[config.mk]
export PLATFORM = sky130hd
export DESIGN_NAME = feature_match_view_scorer
export DESIGN_NICKNAME = d
export VERILOG_FILES = /design/src/sv/fmvs_pkg.sv /design/src/sv/fmvs_div.sv /design/src/sv/feature_match_view_scorer.sv
export SDC_FILE = /design/constraint.sdc
export NUM_CORES = 1
export LEC_CHECK = 0
export ABC_AREA = 1
export BUFFER_PORTS_ARGS = -buffer_cell sky130_fd_sc_hd__buf_4
export CORE_MARGIN = 10
export CORE_UTILIZATION = 30
export DETAILED_ROUTE_END_ITERATION = 7
export GPL_ROUTABILITY_DRIVEN = 0
export PLACE_DENSITY = 0.55
export SKIP_LAST_GASP = 1
export SYNTH_ARGS = -nofsm -noshare
export SYNTH_HDL_FRONTEND = slang
export SYNTH_SLANG_ARGS = --single-unit
[constraint.sdc]
create_clock -name clk_i -period 5.5 [get_ports clk_i]
set_input_delay 0.55 -clock clk_i [delete_from_list [all_inputs] [get_ports clk_i]]
set_output_delay 0.55 -clock clk_i [all_outputs]
set_load 0.03 [all_outputs]
[src/sv/fmvs_pkg.sv]
// Shared types and constants of the feature-match view scorer.
`default_nettype none
package fmvs_pkg;

  localparam int DIST_W    = 16;
  localparam int AMB_W     = 17;
  localparam int SUM_W     = 35;
  localparam int CNT_W     = 13;
  localparam int CFG_W     = 17;
  localparam int CFG_IDX_W = 2;

  localparam logic [CFG_IDX_W-1:0] CFG_MAX_DISTANCE  = 2'd0;
  localparam logic [CFG_IDX_W-1:0] CFG_MAX_AMBIGUITY = 2'd1;

  localparam logic [DIST_W-1:0] MAX_DISTANCE_RST  = 16'd256;
  localparam logic [AMB_W-1:0]  MAX_AMBIGUITY_RST = 17'd52429;

  localparam logic [SUM_W-1:0] SUM_MAX = {SUM_W{1'b1}};
  localparam int CNT_FIELD_MAX = 8191;
  localparam int TERM_CAP_INT  = 100;

  typedef enum logic [1:0] {
    ST_IDLE,
    ST_DIV,
    ST_FIN
  } fmvs_state_e;

  typedef struct packed {
    logic busy;
    logic done;
  } fmvs_div_stat_t;

endpackage
`default_nettype wire

[src/sv/fmvs_div.sv]
// Radix-2 restoring divider: 2^(8+TERM_FRAC_BITS) / distance, one quotient bit per cycle.
`default_nettype none
module fmvs_div import fmvs_pkg::*; #(
  parameter int TERM_FRAC_BITS = 16
) (
  input  wire logic                        clk_i,
  input  wire logic                        rst_ni,
  input  wire logic                        start_i,
  input  wire logic [DIST_W-1:0]           divisor_i,
  output fmvs_div_stat_t                   stat_o,
  output logic [TERM_FRAC_BITS+8:0]        quot_o
);

  localparam int QW = TERM_FRAC_BITS + 9;
  localparam int CW = $clog2(QW);

  logic              busy_q, busy_d;
  logic              done_q, done_d;
  logic [CW-1:0]     cnt_q, cnt_d;
  logic [DIST_W:0]   rem_q, rem_d;
  logic [QW-1:0]     quot_q, quot_d;
  logic [DIST_W-1:0] divisor_q, divisor_d;

  logic [DIST_W:0]   rem_sh;
  logic              fits;

  always_comb begin
    rem_sh    = {rem_q[DIST_W-1:0], (cnt_q == '0)};
    fits      = rem_sh >= {1'b0, divisor_q};
    busy_d    = busy_q;
    done_d    = 1'b0;
    cnt_d     = cnt_q;
    rem_d     = rem_q;
    quot_d    = quot_q;
    divisor_d = divisor_q;
    if (start_i) begin
      busy_d    = 1'b1;
      cnt_d     = '0;
      rem_d     = '0;
      divisor_d = divisor_i;
    end else if (busy_q) begin
      rem_d  = fits ? (rem_sh - {1'b0, divisor_q}) : rem_sh;
      quot_d = {quot_q[QW-2:0], fits};
      cnt_d  = cnt_q + CW'(1);
      if (cnt_q == CW'(QW - 1)) begin
        busy_d = 1'b0;
        done_d = 1'b1;
      end
    end
  end

  always_ff @(posedge clk_i or negedge rst_ni) begin
    if (!rst_ni) begin
      busy_q <= 1'b0;
      done_q <= 1'b0;
      cnt_q  <= '0;
    end else begin
      busy_q <= busy_d;
      done_q <= done_d;
      cnt_q  <= cnt_d;
    end
  end

  always_ff @(posedge clk_i) begin
    rem_q     <= rem_d;
    quot_q    <= quot_d;
    divisor_q <= divisor_d;
  end

  assign stat_o.busy = busy_q;
  assign stat_o.done = done_q;
  assign quot_o      = quot_q;

endmodule
`default_nettype wire

[src/sv/feature_match_view_scorer.sv]
// Top level of the feature-match view scorer: sequencer, score state and output register.
//
// Use: feed the matches of each view, sorted by rising distance, one word per match on
// the input channel (in_valid_i / in_stall_o). Mark the word that closes a view with
// last_of_view_i and the word that closes a model with last_of_model_i; a word with
// match_present_i low only carries end marks. A word with an end mark produces one
// result word on the output channel (out_valid_o / out_stall_i); other words produce none.
// A scored match waits in the divide step while the restoring divider forms the
// reciprocal one bit per cycle; a skipped or stopped match or an end-only word goes
// from the idle step straight to the final step. in_stall_o is high while a word is in
// work. The result register holds one word: the block keeps accepting while it waits,
// and holds in its final step only when a new result is due and the previous one is still
// stalled. Reset clears the scores, counts and flags and loads the registers with their
// defaults (distance limit 1.0, ambiguity limit about 0.8). The user must write registers
// through cfg_we_i / cfg_idx_i / cfg_data_i while idle; the block does not enforce this.
`default_nettype none
module feature_match_view_scorer import fmvs_pkg::*; #(
  parameter int MAX_MATCHES    = 4096,
  parameter int TERM_FRAC_BITS = 16
) (
  input  wire logic                 clk_i,
  input  wire logic                 rst_ni,
  input  wire logic                 cfg_we_i,
  input  wire logic [CFG_IDX_W-1:0] cfg_idx_i,
  input  wire logic [CFG_W-1:0]     cfg_data_i,
  input  wire logic                 in_valid_i,
  output logic                      in_stall_o,
  input  wire logic [DIST_W-1:0]    match_distance_i,
  input  wire logic [AMB_W-1:0]     match_ambiguity_i,
  input  wire logic                 match_present_i,
  input  wire logic                 last_of_view_i,
  input  wire logic                 last_of_model_i,
  output logic                      out_valid_o,
  input  wire logic                 out_stall_i,
  output logic [SUM_W-1:0]          view_score_o,
  output logic [CNT_W-1:0]          good_matches_o,
  output logic [SUM_W-1:0]          model_score_o,
  output logic                      model_done_o
);

  localparam int QW = TERM_FRAC_BITS + 9;
  localparam int CNT_LIMIT_INT = (MAX_MATCHES < CNT_FIELD_MAX) ? MAX_MATCHES : CNT_FIELD_MAX;
  localparam logic [CNT_W-1:0] CNT_LIMIT = CNT_W'(CNT_LIMIT_INT);
  localparam logic [QW-1:0] TERM_CAP = QW'(TERM_CAP_INT) << TERM_FRAC_BITS;

  fmvs_state_e state_q, state_d;

  logic [DIST_W-1:0] max_dist_q;
  logic [AMB_W-1:0]  max_amb_q;

  logic [SUM_W-1:0]  view_sum_q, view_sum_d;
  logic [CNT_W-1:0]  view_cnt_q, view_cnt_d;
  logic              view_stop_q, view_stop_d;
  logic [SUM_W-1:0]  model_best_q, model_best_d;

  logic              add_q, add_d;
  logic              stop_q, stop_d;
  logic              eov_q, eov_d;
  logic              eom_q, eom_d;

  logic              out_valid_q, out_valid_d;
  logic [SUM_W-1:0]  out_view_q, out_view_d;
  logic [CNT_W-1:0]  out_cnt_q, out_cnt_d;
  logic [SUM_W-1:0]  out_model_q, out_model_d;
  logic              out_done_q, out_done_d;

  fmvs_div_stat_t    div_stat;
  logic [QW-1:0]     div_quot;
  logic              div_start;

  logic              in_accept;
  logic              score;
  logic [QW-1:0]     term;
  logic [SUM_W:0]    sum_ext;
  logic [SUM_W-1:0]  sum_new;
  logic [CNT_W-1:0]  cnt_new;
  logic [SUM_W-1:0]  best_new;
  logic              has_result;
  logic              out_free;

  fmvs_div #(
    .TERM_FRAC_BITS(TERM_FRAC_BITS)
  ) u_div (
    .clk_i     (clk_i),
    .rst_ni    (rst_ni),
    .start_i   (div_start),
    .divisor_i (match_distance_i),
    .stat_o    (div_stat),
    .quot_o    (div_quot)
  );

  always_ff @(posedge clk_i or negedge rst_ni) begin
    if (!rst_ni) begin
      max_dist_q <= MAX_DISTANCE_RST;
      max_amb_q  <= MAX_AMBIGUITY_RST;
    end else if (cfg_we_i) begin
      case (cfg_idx_i)
        CFG_MAX_DISTANCE:  max_dist_q <= cfg_data_i[DIST_W-1:0];
        CFG_MAX_AMBIGUITY: max_amb_q  <= cfg_data_i[AMB_W-1:0];
        default: ;
      endcase
    end
  end

  always_comb begin
    in_accept  = in_valid_i && (state_q == ST_IDLE);
    score      = match_present_i && !view_stop_q && (match_ambiguity_i < max_amb_q);
    term       = (div_quot > TERM_CAP) ? TERM_CAP : div_quot;
    sum_ext    = {1'b0, view_sum_q} + {{(SUM_W + 1 - QW){1'b0}}, term};
    sum_new    = view_sum_q;
    cnt_new    = view_cnt_q;
    if (add_q) begin
      sum_new = sum_ext[SUM_W] ? SUM_MAX : sum_ext[SUM_W-1:0];
      cnt_new = (view_cnt_q < CNT_LIMIT) ? view_cnt_q + CNT_W'(1) : view_cnt_q;
    end
    best_new   = (sum_new > model_best_q) ? sum_new : model_best_q;
    has_result = eov_q || eom_q;
    out_free   = !out_valid_q || !out_stall_i;

    state_d      = state_q;
    div_start    = 1'b0;
    add_d        = add_q;
    stop_d       = stop_q;
    eov_d        = eov_q;
    eom_d        = eom_q;
    view_sum_d   = view_sum_q;
    view_cnt_d   = view_cnt_q;
    view_stop_d  = view_stop_q;
    model_best_d = model_best_q;
    out_valid_d  = out_valid_q && out_stall_i;
    out_view_d   = out_view_q;
    out_cnt_d    = out_cnt_q;
    out_model_d  = out_model_q;
    out_done_d   = out_done_q;

    case (state_q)
      ST_IDLE: begin
        if (in_accept) begin
          stop_d    = score && (match_distance_i > max_dist_q);
          add_d     = score && !(match_distance_i > max_dist_q);
          eov_d     = last_of_view_i;
          eom_d     = last_of_model_i;
          div_start = add_d;
          state_d   = add_d ? ST_DIV : ST_FIN;
        end
      end
      ST_DIV: begin
        if (div_stat.done) begin
          state_d = ST_FIN;
        end
      end
      ST_FIN: begin
        if (!has_result || out_free) begin
          view_sum_d  = sum_new;
          view_cnt_d  = cnt_new;
          view_stop_d = view_stop_q || stop_q;
          if (has_result) begin
            out_valid_d = 1'b1;
            out_view_d  = '0;
            out_cnt_d   = '0;
            out_model_d = '0;
            out_done_d  = 1'b0;
          end
          if (eov_q) begin
            out_view_d   = sum_new;
            out_cnt_d    = cnt_new;
            model_best_d = best_new;
            view_sum_d   = '0;
            view_cnt_d   = '0;
            view_stop_d  = 1'b0;
          end
          if (eom_q) begin
            out_model_d  = eov_q ? best_new : model_best_q;
            out_done_d   = 1'b1;
            model_best_d = '0;
          end
          state_d = ST_IDLE;
        end
      end
      default: state_d = ST_IDLE;
    endcase
  end

  always_ff @(posedge clk_i or negedge rst_ni) begin
    if (!rst_ni) begin
      state_q      <= ST_IDLE;
      view_sum_q   <= '0;
      view_cnt_q   <= '0;
      view_stop_q  <= 1'b0;
      model_best_q <= '0;
      out_valid_q  <= 1'b0;
    end else begin
      state_q      <= state_d;
      view_sum_q   <= view_sum_d;
      view_cnt_q   <= view_cnt_d;
      view_stop_q  <= view_stop_d;
      model_best_q <= model_best_d;
      out_valid_q  <= out_valid_d;
    end
  end

  always_ff @(posedge clk_i) begin
    add_q       <= add_d;
    stop_q      <= stop_d;
    eov_q       <= eov_d;
    eom_q       <= eom_d;
    out_view_q  <= out_view_d;
    out_cnt_q   <= out_cnt_d;
    out_model_q <= out_model_d;
    out_done_q  <= out_done_d;
  end

  assign in_stall_o     = (state_q != ST_IDLE);
  assign out_valid_o    = out_valid_q;
  assign view_score_o   = out_view_q;
  assign good_matches_o = out_cnt_q;
  assign model_score_o  = out_model_q;
  assign model_done_o   = out_done_q;

  a_div_done_in_div: assert property (@(posedge clk_i) disable iff (!rst_ni)
    div_stat.done |-> (state_q == ST_DIV))
    else $error("divider finished outside the divide step");

  a_cnt_limit: assert property (@(posedge clk_i) disable iff (!rst_ni)
    view_cnt_q <= CNT_LIMIT)
    else $error("good-match count passed its limit");

  a_new_result_from_fin: assert property (@(posedge clk_i) disable iff (!rst_ni)
    (out_valid_q && !$past(out_valid_q)) |-> ($past(state_q) == ST_FIN))
    else $error("result word loaded outside the final step");

  a_div_idle_in_fin: assert property (@(posedge clk_i) disable iff (!rst_ni)
    (state_q == ST_FIN) |-> !div_stat.busy)
    else $error("divider still busy in the final step");

endmodule
`default_nettype wire

## After elaboration in Yosys (flattened, before gate mapping)

Index checks and enable logic that the tools add are counted.

| operators by class | value |
|---|---|
| mux-type cells | 36 |
| $add $sub $neg | 4 |
| magnitude comparators | 6 |
| bitwise operators | 1 |
| reductions and logical operators | 30 |
| eq/ne operators | 7 |

Operator list:

| cell | count |
|---|---|
| $mux W35 | 9 |
| $mux W13 | 5 |
| $add A35 B25 Y36 | 1 |
| $gt A35 B35 Y1 | 1 |
| $gt A25 B23 Y1 const B | 1 |
| $mux W25 | 1 |
| $ge A17 B16 Y1 | 1 |
| $lt A17 B17 Y1 | 1 |
| $gt A16 B16 Y1 | 1 |
| $mux W16 | 1 |
| $sub A16 B16 Y16 | 1 |
| $add A13 B1 Y13 const B | 1 |
| $lt A13 B13 Y1 const B | 1 |
| $mux W1 | 13 |
| $mux W5 | 2 |
| $reduce_and A2 Y1 | 5 |
| $reduce_and A3 Y1 | 3 |
| $mux W2 | 4 |
| $reduce_bool A2 Y1 | 4 |
| $logic_and A1 B1 Y1 | 6 |
| $pmux W2 S3 | 1 |
| $add A5 B1 Y5 const B | 1 |
| $eq A5 B5 Y1 const B | 1 |
| $logic_not A1 Y1 | 5 |
| 8 further kinds | 14 |

| word-level totals | value |
|---|---|
| bits in registers | 272 |
| bits of input ports | 60 |

## Longest topological paths before layout

Gate-level depths: netlist of run 1.

| depth | value |
|---|---|
| depth after elaboration | 9 |
| depth in mapped cells | 40 |
| depth with buffers taken out | 37 |

## Cells and area by module

Synthesis of run 1 repeated with hierarchy kept, for this count alone.

| unflattened totals | value |
|---|---|
| cell total of the unflattened synthesis | 2153 |
| area total of the unflattened synthesis | 16920.0 um^2 |

Modules (own cells, without submodules):

| module | times used | area each (um^2) | cells each |
|---|---|---|---|
| feature_match_view_scorer | 1 | 13452.9 | 1748 |
| fmvs_div | 1 | 3467.1 | 405 |

## Least setup slack after synthesis of run 1

No wires, ideal clock.

| path | value |
|---|---|
| path kind | register to register |
| from | register u_div.quot_q[19] (netlist: u_div.quot_o[19]) |
| to | register out_model_q[5] (netlist: model_score_o[5]), data pin |
| path slack | 0.893 ns |
| required time | 5.234 ns |
| period minus slack after synthesis | 4.607 ns |
| arrival time | 4.341 ns |
| cell stages (with the launch flop) | 35 |
| cells stage by stage | edfxtp_1 > nor4_1 > nand2_1 > nor3_1 > or2_2 > clkinv_1 > clkbuf_1 > nor2_1 > ha_1 > nand2_1 > inv_1 > nand2_1 > nand2_1 > nand2_1 > nand2_1 > a21oi_2 > nand2_4 > nand2_4 > nand2_2 > o21bai_1 > inv_1 > ha_1 > nand2_1 > inv_1 > o21ai_1 > nand2_1 > nand2_1 > nand2_1 > a21oi_1 > nand3_1 > nand2_1 > clkbuf_1 > nand2_1 > nand2_1 > nor2_1 |

| between the ends | value |
|---|---|
| word-level cells in the longest chain between the ends | 9 |

Ends and longest elaborated chain:

| what | line | text |
|---|---|---|
| start, declared | fmvs_div.sv:21 | `logic [QW-1:0] quot_q, quot_d;` |
| start signal, assigned | fmvs_div.sv:66 | `quot_q <= quot_d;` |
| $gt A25 B23 Y1 | feature_match_view_scorer.sv:108 | `term = (div_quot > TERM_CAP) ? TERM_CAP : div_quot;` |
| $mux W25 * | feature_match_view_scorer.sv:108 |  |
| $add A35 B25 Y36 * | feature_match_view_scorer.sv:109 | `sum_ext = {1'b0, view_sum_q} + {{(SUM_W + 1 - QW){1'b0}}, term};` |
| $mux W35 * | feature_match_view_scorer.sv:113 | `sum_new = sum_ext[SUM_W] ? SUM_MAX : sum_ext[SUM_W-1:0];` |
| $mux W35 * | feature_match_view_scorer.sv:112 | `if (add_q) begin` |
| named net sum_new[20] | feature_match_view_scorer.sv:75 | `logic [SUM_W-1:0] sum_new;` |
| $gt A35 B35 Y1 * | feature_match_view_scorer.sv:116 | `best_new = (sum_new > model_best_q) ? sum_new : model_best_q;` |
| $mux W35 * | feature_match_view_scorer.sv:116 |  |
| $mux W35 * | -- |  |
| $mux W35 * | feature_match_view_scorer.sv:172 | `if (eom_q) begin` |
| end signal, assigned | feature_match_view_scorer.sv:209 | `out_model_q <= out_model_d;` |
| end, declared | feature_match_view_scorer.sv:64 | `logic [SUM_W-1:0] out_model_q, out_model_d;` |

Mark *: on every way through the listed nets, which the timed path passes. The rest lies on a longest branch.
A chain may end at the register's enable or synchronous reset.

## Worst setup path in the final report of run 1

| path | value |
|---|---|
| from | register u_div.quot_q[1] (netlist: u_div.quot_o[1]) |
| to | register out_model_q[8] (netlist: model_score_o[8]), data pin |

The elaborated chain is that of the path after synthesis.

==> results of run 1 <==
-- cells by family (layout without fill, tap and decap cells) --
logic type	Yosys count	count (layout)	synth area share, %
simple gates	1031	1033	26.6
buf+inv	407	605	9.68
flops	272	272	45.2
xor+xnor	34	34	1.82
compound gates	240	240	7.97
fa+ha+maj	113	113	8.75
other cells	1	2	0.0230
-- synthesized netlist by cell type, types with 3 or more instances --
cell type | n | area (sq um)
buf_2 | 9 | 45.0
dfxtp_1 | 16 | 320
dfstp_2 | 10 | 263
a21oi_1 | 93 | 465
nand4_1 | 22 | 138
inv_2 | 8 | 30.0
o21a_1 | 4 | 30.0
nand3_2 | 10 | 100
o22ai_1 | 19 | 119
nand3_1 | 121 | 606
nand3b_1 | 8 | 60.1
or2_2 | 3 | 18.8
xnor2_1 | 12 | 105
xor2_1 | 22 | 193
buf_4 | 3 | 22.5
buf_6 | 4 | 45.0
nand2_1 | 667 | 2500
nor3_1 | 11 | 55.1
dfrtp_1 | 117 | 2930
nor2_2 | 4 | 25.0
nor4_1 | 11 | 68.8
o21bai_1 | 5 | 37.5
inv_1 | 345 | 1290
ha_1 | 111 | 1390
buf_1 | 3 | 11.3
o21ai_1 | 17 | 85.1
edfxtp_1 | 129 | 3870
clkbuf_1 | 32 | 120
nor2_1 | 158 | 593
nand2_4 | 3 | 33.8
o21ai_2 | 5 | 43.8
clkinv_1 | 3 | 11.3
and2_1 | 3 | 18.8
o21ai_0 | 87 | 435
-- worst max-delay path by stage --
stage,depth (start not counted),slack [ps],start,end
final,32,350,u_div.quot_o[1],model_score_o[8]
after global routing,34,-30,u_div.quot_o[13],model_score_o[29]
after CTS,33,30,u_div.quot_o[0],model_score_o[0]
after detailed placement,33,-20,u_div.quot_o[0],model_score_o[0]
after global placement,33,110,u_div.quot_o[0],model_score_o[15]
after floorplan,34,890,u_div.quot_o[19],model_score_o[5]
-- metrics by stage --
step	cell area [sq um]	util (%)
finish	19700	36.7
global route	19700	36.7
CTS	19500	36.2
detailed placement	18400	34.1
global placement	18400	34.1
floorplan	16300	-
-- critical path: cells and delay by family (launching register included) --
family,cells,cell delay [ps]
adders and majority gates,2,700
and+or+nand+nor,19,2200
AOI/OAI and AO/OA,3,600
DFF,1,450
buffers and inverters,8,910
-- layout make-up --
class | count | area (sq um) | share of cell area [%]
clock buffers | 43 | 917 | 4.65
clock inverters | 13 | 179 | 0.906
inverters | 356 | 1340 | 6.77
multi-input cells | 1422 | 7560 | 38.3
flip-flops and latches | 272 | 7380 | 37.4
well taps | 696 | 871 | 4.41
repair buffers | 193 | 1490 | 7.57
-- sequential cells by signal, indices dropped and copies added (netlist names), 2 cells and up --
signal and cells:
model_best_q 35, u_div.rem_q 16, model_score_o 35, max_amb_q 17
state_q 2, view_score_o 35, good_matches_o 13, u_div.quot_o 25
max_dist_q 16, u_div.cnt_q 5, u_div.divisor_q 16, view_sum_q 35
view_cnt_q 13
-- placed cells by master (no fill, tap or decap), types with 11 or more instances in the layout --
cell and n:
dfxtp_1 16, dfrtp_1 117, nand4_1 22, o22ai_1 19
o21ai_1 17, nand3_1 120, clkbuf_16 34, xor2_1 22
nand3_2 11, inv_1 345, nand2_1 662, xnor2_1 12
buf_4 188, o21ai_0 87, edfxtp_1 129, ha_1 107
nor2_1 153, a21oi_1 90
-- power by group through the flow --
stage	sequential, mW	clock, mW	combinational (mW)
finish	3.27	2.22	5.12
CTS	3.27	2.27	4.97
global placement	3.28	0	4.88
global route	3.34	2.34	5.71
floorplan	3.58	0	2.93
detailed placement	3.30	0	4.95
-- routing by layer --
layer | wire length, um | share of wire (%)
met5 | 0 | 0
met4 | 1570 | 3.3
met3 | 3140 | 6.6
met2 | 21900 | 46
met1 | 21200 | 44
-- what timing repair did --
action                     4_1_cts  5_1_grt
hold endpoints to repair         0        0
resized for setup                1       33
pin swaps                        0        8
hold buffers                     0        0
cloned                           0        3
setup buffers                    0        9
setup endpoints to repair       26       70
==> results, run 1 <==
- The initial detailed-routing violation count is 974.
- Hold is met by 38.1 ps.
- After clock tree synthesis, the clock-pin slew on the worst setup and hold paths is 70 ps.
- The number of core rows is 85.
- The async set-reset flop share out of synthesis is 46.7%.
- The worst setup path is launched from a flop.
- The analysis attributes to net switching a power of 4.65 mW.
- The via total after detailed routing is about 14,000.
- The clock reaches the later pin of the worst-skew pair after 590 ps.
- After routing, the total negative slack on setup checks comes to 0 ps.
- The final period utilization is 93.7%.
- The total track usage is 14.5%.
- The worst register-to-register path has a depth of 32.
- The count of nets left with antenna violations once routing finished came out at 0.
- After detailed routing, the number of vias per cell comes to about 4.7.
- The clock network fraction of total power is 21.0%.
- The slowest stage of the critical path is the edfxtp_1 cell.
- The count of cells in the finished layout, fillers not included, comes to 2,995.
- In this run switching power makes up 43.8% of total power.
- The met3 global-route usage is 3.20%.
- The flow ran to the end, and the final reports show no timing, DRC or antenna violations.
- The number of clock buffers added by TritonCTS is 30.
- Measured against its own limit, the worst slew margin works out to 27.2%.
- The tool flagged a number of max-cap violations equal to 0.
- The number of synthesized register bits is 272.
- The H-tree level count is 1.
- The cell-internal power is 5.96 mW.
- The worst setup path is captured at a flop.
- The analysis attributes to cell leakage a power of 9.97 nW.
- The initial utilization of the core area, before any placement, comes to 30.4%.
- In the synthesized netlist the dominant register cell turns out to be edfxtp_1.
- Data on the critical path is required at its endpoint by 5820 ps.
- In the final layout, the share of cells above drive strength 1 is 14.3%.
- Once routing completed, OpenROAD measured the worst setup slack at between 300 and 400 ps.
- The repair_antennas step left the layout with diodes totalling 0.
- From left edge to right edge, the die measures approximately 250 um.
- Entering global routing, the biggest net connects 88 pins.
- The worst flop-to-flop path endpoint is model_score_o[8].
- The per-cell routed wire length is around 16 um.
- The total count of hold-check failures in the final report is 0.
- The post-synthesis to final-layout area growth is 20.9%.
- Power comes to 10.6 mW.
- The class of the most critical hold timing path is in -> async.
- The share of total power in sequential cells is 30.8%.
- The flop-to-flop setup slack is around 350 ps.
- After detailed routing, the number of remaining DRC violations is 0.
- The placement-stage worst setup slack is -20.2 ps.
- The most used cell along the critical path is nand2_1.
- Along the worst path, the maximum fanout reaches 19.
- For this run, the slowest stage of the critical path takes approximately 450 ps.
- VDD sags by at most between 200 and 300 uV.
- During synthesis, Yosys emitted a total of 0 warnings.
- The post-synthesis cell type count is 52.
- The region available for standard cell placement spans 53,800 sq um.
- TritonCTS built the clock tree.
- A synthesized cell averages 7.79 sq um.
- The die covers ~64,000 sq um.
- The maximum number of buffers from clock root to sink is 3.
- The initial antenna violation count is 0.
- The total congestion overflow is 0.
- The power per cell area is 537 nW/um^2.
- For this block, the routed nets add up to 47.9 mm of wire.
- The first-pass iteration count of the detailed router is 5.
- The highest-utilization routing layer at the global route stage is met2.
- Detailed placement finished with a half-perimeter wire length of 36.2 mm.
- For this run, global-route usage on met2 was measured as 23.8%.
- The highest attainable clock frequency is 0.194 GHz.
- The minimum clock period is between 5000 and 6000 ps.
- about 150 I/O pins were placed.
- The count of mapped cells out of synthesis is approximately 2,100.
- The routing usage on met1 is between 10% and 20%.
- In the final design database the tool counted 2,448 nets.
- The count of pins over their slew limit is 0.
- The number of global-route vias before repair is 14,021.
- The final setup skew is 14.4 ps.
- The arrival time of the worst setup path is between 5000 and 6000 ps.
- The mapped cell area is 16,300 sq um.
- After filler insertion, the fill cell instance count of the layout stands at 5,601.
- The proportion of power drawn by combinational gates is 48.2%.
- The sequential element share of the synthesized area is 45.2%.
- Setup violations remaining at the end of the flow were counted as 0.
- The count of flip-flops with a built-in enable after synthesis is 129.
- The startpoint identified for the worst register-to-register timing path is u_div.quot_o[1].
- The total number of clock tree sinks is ~270.
- Input and output buffers added on the ports amount to 145.
- The transition time of the tightest slew-check pin is 1090 ps.
- The number of cells after detailed placement is 2,927.
- The die extent in y is between 200 and 300 um.
- The first-pass GRT wire length is roughly 75 mm.
- The tree is rooted in a clkbuf_16.
- The classification of the worst setup path is reg -> reg.
Power figures use the tool's default switching activity.
==> run 2: changes to the inputs <==
Settings changed: CTS_BUF_LIST set to sky130_fd_sc_hd__clkbuf_4, SETUP_SLACK_MARGIN set to 0.2.
==> run 2 against run 1 <==
  * Hold slack improved by 26 ps
  * Clock skew rose by 54 ps
  * Register-to-register slack improved by 40 ps
  * Critical path depth fell by 4
  * Flip-flop and latch count did not move
  * Cell count rose by 4.2%
  * Die area did not move
  * Maximum frequency rose by 0.70%
  * Wire length rose by 3.1%
  * Critical path type unchanged
  * Largest power group unchanged
  * Highest routed layer unchanged
==> results, run 2 (synthesis gave the netlist of run 1 again) <==
- The final routed DRC violation total is 0 (unchanged).
- The area of the multi-input gates came to 7900 sq um (+4.4%).
- The register cell area after layout is 7380 sq um (unchanged).
- The per-cell routed wire length came to 15.8 um (-1.1%).
- The H-tree level count is 3 (+2).
- The largest individual stage delay along the critical path comes from the cell edfxtp_1.
- The critical path is of the reg -> reg type.
- The number of core rows is 85 (unchanged).
- The count of pins over their slew limit came to 0 (unchanged).
- The class of the most critical hold timing path is in -> reg.
- The power per cell area is 524 nW/um^2 (-2.4%).
- The uppermost metal layer occupied by signal nets is met4.
- The relative slew slack is 28.3% (+1.1 points).
- The minimum clock period is 5120 ps (-35.7 ps).
- The post-route worst setup slack is 383 ps (+35.7 ps).
- The arrival time of the worst setup path is 5610 ps (+130 ps).
- The placement-stage worst setup slack is -20.2 ps (unchanged).
- The placeable core region is 53,800 sq um (unchanged).
- The initial cell density of the core was 30.4% (unchanged).
- The boundary pin count was 146 (unchanged).
- The post-layout net count is 2,534 (+3.5%).
- The number of clock buffers inserted by TritonCTS is 78 (+160%).
- The static power due to leakage is 10.3 nW (+3.1%).
- The final number of setup-violating endpoints is 0 (unchanged).
- The share of final-layout standard cells stronger than drive strength 1 is 18.7% (+4.5 points).
- The clock tree from TritonCTS is done.
- The total congestion overflow is 0 (unchanged).
- The number of cells after detailed placement is 2,927 (unchanged).
- Setup repair after global routing could not meet its margin everywhere.
- The required time of the critical path is 5990 ps (+170 ps).
- Leaving out fill and tap cells, the most frequent cell in the layout is nand2_1.
- The post-synthesis to final-layout area growth is 25.0%.
- The total of buffers placed on input and output ports is 145 (unchanged).
- The startpoint kind of the worst setup timing path is a flop.
- The met3 wire length was 3.31 mm (+5.4%).
- The hold slack is 64.4 ps (+26.4 ps).
- The tree is rooted in a clkbuf_4.
- The transition time of the tightest slew-check pin is 1070 ps (-16.3 ps).
- The initial detailed-routing violation count was 1,066 (+9.4%).
- The number of global-route vias before repair is 14,559 (+3.8%).
- The maximum number of buffers from clock root to sink was 3 (unchanged).
- The count of fill cells added during filler insertion came to 5,571 (-0.54%).
- The final non-filler cell total is 3,122 (+4.2%).
- The highest attainable clock frequency is 0.195 GHz (+0.70%).
- The final period utilization is 93.0% (-0.65 points).
- The total count of hold-check failures in the final report is 0 (unchanged).
- The total number of clock tree sinks is 272 (unchanged).
- The via total after detailed routing is 14,697 (+3.8%).
- The placed wire-length estimate is 36.2 mm (unchanged).
- The die area came to 64,200 sq um (unchanged).
- The kind of cell with the highest combined delay along the critical path is simple AND/OR/NAND/NOR gates.
- The initial antenna violation count is 2 (+2).
- The post-layout total power is 10.7 mW (+0.97%).
- The vias per cell was 4.71 (-0.42%).
- The reported max-cap violation count is 0 (unchanged).
- The largest net degree at the start of global routing is 88 (unchanged).
- The most used cell along the critical path is nand2_1.
- The final setup skew is 68.0 ps (+53.6 ps).
- The sum of routed wire segments on met1 came to 21.9 mm (+3.2%).
- The flow ran to the end, and the final reports show no timing, DRC or antenna violations.
- The cell count of the worst reg-to-reg path is 28 (-13%).
- The total stage count of the critical path came to 28 (-13%).
- The first-pass iteration count of the detailed router came to 6 (+1).
- The maximum fanout along the worst path is 17 (-2).
- The number of cells on the worst hold path is 3.
- The number of buffer and inverter stages on the critical path is 5 (-3).
- The final core utilization is 38.0% (+1.3 points).
- The die extent in y is 253 um (unchanged).
- The total track usage is 15.0% (+0.44 points).
- The library cells used most frequently in the layout, excluding fill and tap cells, are nand2_1, inv_1, buf_4.
- The insertion delay of the later-clocked pin in the worst-skew pair is 820 ps (+230 ps).
- The highest ir drop seen on vdd is 235 uV (-9.8%).
- The residual antenna-violating net count after detailed routing was 0 (unchanged).
- The first-pass GRT wire length is 77.2 mm (+2.2%).
- The clock transition at the register clock pins on the worst setup and hold paths after CTS was 80 ps (about the same).
- STA classifies the critical path endpoint as a flop.
- The flop-to-flop setup slack is 380 ps (+40 ps).
- The horizontal extent of the die came to 253 um (unchanged).
- The delay of the slowest cell on the worst path came to 440 ps (about the same).
- The total detailed-routing wirelength came to 49.4 mm (+3.1%).
- The sum of met2 wire segment lengths after detailed routing was 23.0 mm (+4.7%).
-- run 2: power by group --
| group | switching [mW] | internal, mW | leakage (nW) |
|---|---|---|---|
| sequential | 0.406 | 2.87 | 3.01 |
| clock | 0.923 | 1.09 | 0.620 |
| combinational | 3.51 | 1.92 | 6.65 |
| total | 4.84 | 5.87 | 10.3 |
-- run 2: layer usage --
layer  track usage (%)  up-vias
li1                  -     7289
met1              18.7     6882
met2              24.6      440
met3              4.05       86
met4              4.75        0
met5                 0        -
-- run 2: cell type report --
| cell class | instances | share of cell area (%) |
|---|---|---|
| clock inverters | 29 | 0.950 |
| multi-input cells | 1425 | 38.7 |
| repair buffers | 228 | 9.21 |
| clock buffers | 113 | 4.15 |
| inverters | 356 | 6.57 |
| well taps | 696 | 4.26 |
| flip-flops and latches | 272 | 36.2 |
| diodes | 3 | 0.0368 |
-- run 2: tightest hold or removal path: stages --
cell and delay (ps):
buf_4 80, inv_1 60, o21ai_0 150
-- run 2: through the flow --
step | cell area [sq um] | TNS, ps
global route | 20400 | 0
global placement | 18400 | 0
CTS | 19800 | 0
detailed placement | 18400 | -47.4
finish | 20400 | 0
floorplan | 16300 | 0
-- run 2: final timing paths --
| path | startpoint | to |
|---|---|---|
| max | u_div.quot_o[3] | model_score_o[32] |
| min | cfg_data_i[9] | max_dist_q[9] |
| max reg2reg | u_div.quot_o[3] | model_score_o[32] |
| min reg2reg | u_div.quot_o[21] | u_div.quot_o[22] |
| max in group asynchronous | rst_ni | view_cnt_q[6] |
| min in group asynchronous | rst_ni | max_amb_q[13] |
-- run 2: timing repair --
action | 4_1_cts | 5_1_grt
pin swaps | 0 | 15
cloned | 0 | 7
hold buffers | 30 | 0
setup endpoints to repair | 69 | 70
gates resized for setup | 7 | 95
hold endpoints to repair | 110 | 0
setup buffers | 0 | 13
==> run 3: changes to the inputs <==
Settings changed: REMOVE_ABC_BUFFERS set to 1.
==> run 3 against run 2 <==
  * Hold slack better by 53 ps
  * Die area did not move
  * Core utilization decreased by 0.12 points
  * Highest routed layer unchanged
  * Via count increased by 0.10%
  * Final area shrank 0.31%
  * First-iteration DRC count shrank 2.0%
  * Critical endpoint is now model_score_o[25]
  * Maximum frequency grew 1.2%
  * Combinational power shrank 0.7%
  * Clock-buffer cell count fell by 3
  * Clock power is 3% lower
  * Non-clock buffer count increased by 9
==> results, run 3 (synthesis gave the netlist of run 1 again) <==
- The net switching power is 4.86 mW (+0.31%).
- The placement-stage worst setup slack was -85.2 ps (-65.0 ps).
- The setup TNS came to 0 ps (unchanged).
- The total count of hold-check failures in the final report is 0 (unchanged).
- The post-route worst setup slack is 447 ps (+63.1 ps).
- The die extent in y is 253 um (unchanged).
- The delay of the slowest cell on the worst path is 450 ps (about the same).
- The final setup skew is 73.7 ps (+5.66 ps).
- The clock tree from TritonCTS is done.
- The first-pass GRT wire length came to 78.6 mm (+1.8%).
- The minimum clock period came to 5050 ps (-63.1 ps).
- The routing usage on met1 was 19.9% (+1.2 points).
- The startpoint identified for the worst hold timing path is match_present_i.
- The largest net degree at the start of global routing is 85 (-3.4%).
- The total of buffers placed on input and output ports is 145 (unchanged).
- The number of cells on the worst hold path is 3 (unchanged).
- The count of fill cells added during filler insertion came to 5,637 (+1.2%).
- The initial antenna violation count is 2 (unchanged).
- The cell count of the worst reg-to-reg path is 30 (+7.1%).
- The total number of clock tree sinks is 272 (unchanged).
- The die area is 64,200 sq um (unchanged).
- In this run the clock root is driven by a clkbuf_4.
- The switching share of total power is 45.8% (+0.60 points).
- The number of clock buffers inserted by TritonCTS was 78 (unchanged).
- The post-layout total power is 10.6 mW (-0.99%).
- The power per cell area is 521 nW/um^2 (-0.68%).
- The count of pins over their slew limit came to 0 (unchanged).
- The required time of the critical path was 6000 ps (about the same).
- The met3 global-route usage is 3.11% (-0.94 points).
- The initial cell density of the core was 30.4% (unchanged).
- The relative slew slack is 26.8% (-1.5 points).
- The via total after detailed routing came to 14,712 (+0.10%).
- The met2 global-route usage was 24.6% (about the same).
- By instance count, the cell type seen most on the critical path is nand2_1.
- Setup repair after global routing could not meet its margin everywhere.
- The initial detailed-routing violation count came to 1,045 (-2.0%).
- The critical path in this run is classified as reg -> reg.
- The run finished with clean final reports.
- The post-layout net count is 2,540 (+0.24%).
- The maximum fanout along the worst path was 19 (+2).
- The reported max-cap violation count is 0 (unchanged).
- The share of final-layout standard cells stronger than drive strength 1 is 18.3% (-0.40 points).
- The proportion of power drawn by combinational gates came to 50.9% (+0.2 points).
- The maximum number of buffers from clock root to sink is 3 (unchanged).
- The highest attainable clock frequency is 0.198 GHz (+1.2%).
- The endpoint identified for the worst register-to-register timing path is model_score_o[25].
- The clock transition at the register clock pins on the worst setup and hold paths after CTS is 70 ps (about the same).
- The transition time of the tightest slew-check pin is 1100 ps (+23.0 ps).
- The highest ir drop seen on vdd was 304 uV (+29%).
- The total track usage is 15.3% (+0.34 points).
- The post-synthesis to final-layout area growth is 24.7%.
- The final number of setup-violating endpoints is 0 (unchanged).
- The static power due to leakage is 10.3 nW (-0.11%).
- The number of global-route vias before repair is 14,673 (+0.78%).
- The worst setup path is launched from a flop.
- The total non-filler cell area in the finished layout is 20,400 sq um (-0.31%).
- The residual antenna-violating net count after detailed routing came to 0 (unchanged).
- The critical path's slowest cell is edfxtp_1.
- The area of the multi-input gates is 7800 sq um (-1.2%).
- The H-tree level count is 3 (unchanged).
- The per-cell routed wire length came to 16.0 um (+0.88%).
- The number of cells after detailed placement came to 2,931 (+0.14%).
- The final period utilization came to 91.9% (-1.1 points).
- The endpoint type of the worst setup path is a flop.
- The vias per cell is 4.70 (-0.19%).
- The placed wire-length estimate is 35.4 mm (-2.3%).
- The cell-internal power was 5.75 mW (-2.1%).
- The boundary pin count is 146 (unchanged).
- The arrival time of the worst setup path is 5550 ps (-60 ps).
- The final non-filler cell total is 3,131 (+0.29%).
- The path class of the tightest hold or removal check is in -> reg.
- Leaving out fill and tap cells, the most frequent cells in the layout are nand2_1, inv_1, buf_4.
- The register cell area after layout was 7380 sq um (unchanged).
- The horizontal extent of the die is 253 um (unchanged).
- The final routed DRC violation total is 0 (unchanged).
- The clock network fraction of total power was 18.3% (-0.5 points).
- The total placed instance area is 18,400 sq um (+0.23%).
- The share of total power in sequential cells is 30.9% (+0.4 points).
- The startpoint of the lowest-slack register-to-register path is u_div.quot_o[20].
- The hold slack is 117 ps (+53.0 ps).
- The insertion delay of the later-clocked pin in the worst-skew pair was 840 ps (+20 ps).
- The final core utilization is 37.8% (-0.12 points).
- The total detailed-routing wirelength was 50.0 mm (+1.2%).
- The flop-to-flop setup slack was 450 ps (+60 ps).
- The total congestion overflow is 0 (unchanged).
- The capture endpoint of the worst hold path is stop_q.
- The first-pass iteration count of the detailed router is 5 (-1).
- The placeable core region is 53,800 sq um (unchanged).
- The commonest non-fill, non-tap cell in the layout is nand2_1.
- The highest-utilization routing layer at the global route stage is met2.
- The number of core rows is 85 (unchanged).
-- run 3: repair_timing --
item                                    4_1_cts  5_1_grt
hold buffers                                 37        0
endpoints found under the setup margin       69       70
cloned                                        0        3
gates resized for setup                      10       78
pin swaps                                     0       23
hold endpoints to repair                    135        0
setup buffers                                 0       12
-- run 3: critical path, delay by kind of cell, from the launching register on --
family / cells / cell delay [ps]
adders and majority gates: 2 / 650
AOI/OAI and AO/OA: 4 / 470
and+or+nand+nor: 18 / 2480
DFF: 1 / 450
buffers and inverters: 6 / 720
-- run 3: worst max path at each step --
| stage | startpoint | endpoint | slack (ps) | depth (start not counted) |
|---|---|---|---|---|
| floorplan | u_div.quot_o[19] | model_score_o[25] | 230 | 30 |
| global placement | u_div.quot_o[0] | model_score_o[28] | -120 | 29 |
| detailed placement | u_div.quot_o[0] | model_score_o[17] | -90 | 30 |
| CTS | u_div.quot_o[0] | model_score_o[22] | 210 | 33 |
| global route | u_div.quot_o[20] | model_score_o[25] | 50 | 35 |
| finish | u_div.quot_o[20] | model_score_o[25] | 450 | 30 |
-- run 3: layout make-up --
| cell class | count | area share, % |
|---|---|---|
| diodes | 3 | 0.0369 |
| clock buffers | 110 | 4.06 |
| clock inverters | 35 | 0.922 |
| inverters | 356 | 6.59 |
| multi-input cells | 1422 | 38.3 |
| flip-flops and latches | 272 | 36.3 |
| well taps | 696 | 4.28 |
| repair buffers | 237 | 9.52 |
-- run 3: routing by layer --
metal  routed length (um)  vias up  part of all wire [%]
li1                     -     7310                     -
met1                22900     6946                    46
met2                23000      362                    46
met3                 2680       94                   5.4
met4                 1350        0                   2.7
met5                    0        -                     0
-- run 3: power groups by stage --
stage	Clock [mW]	Combinational, mW	Sequential (mW)
floorplan	0	2.79	3.62
global placement	0	4.95	3.29
detailed placement	0	5.01	3.29
CTS	2.03	5.08	3.27
global route	2.15	6.02	3.33
finish	1.94	5.39	3.27
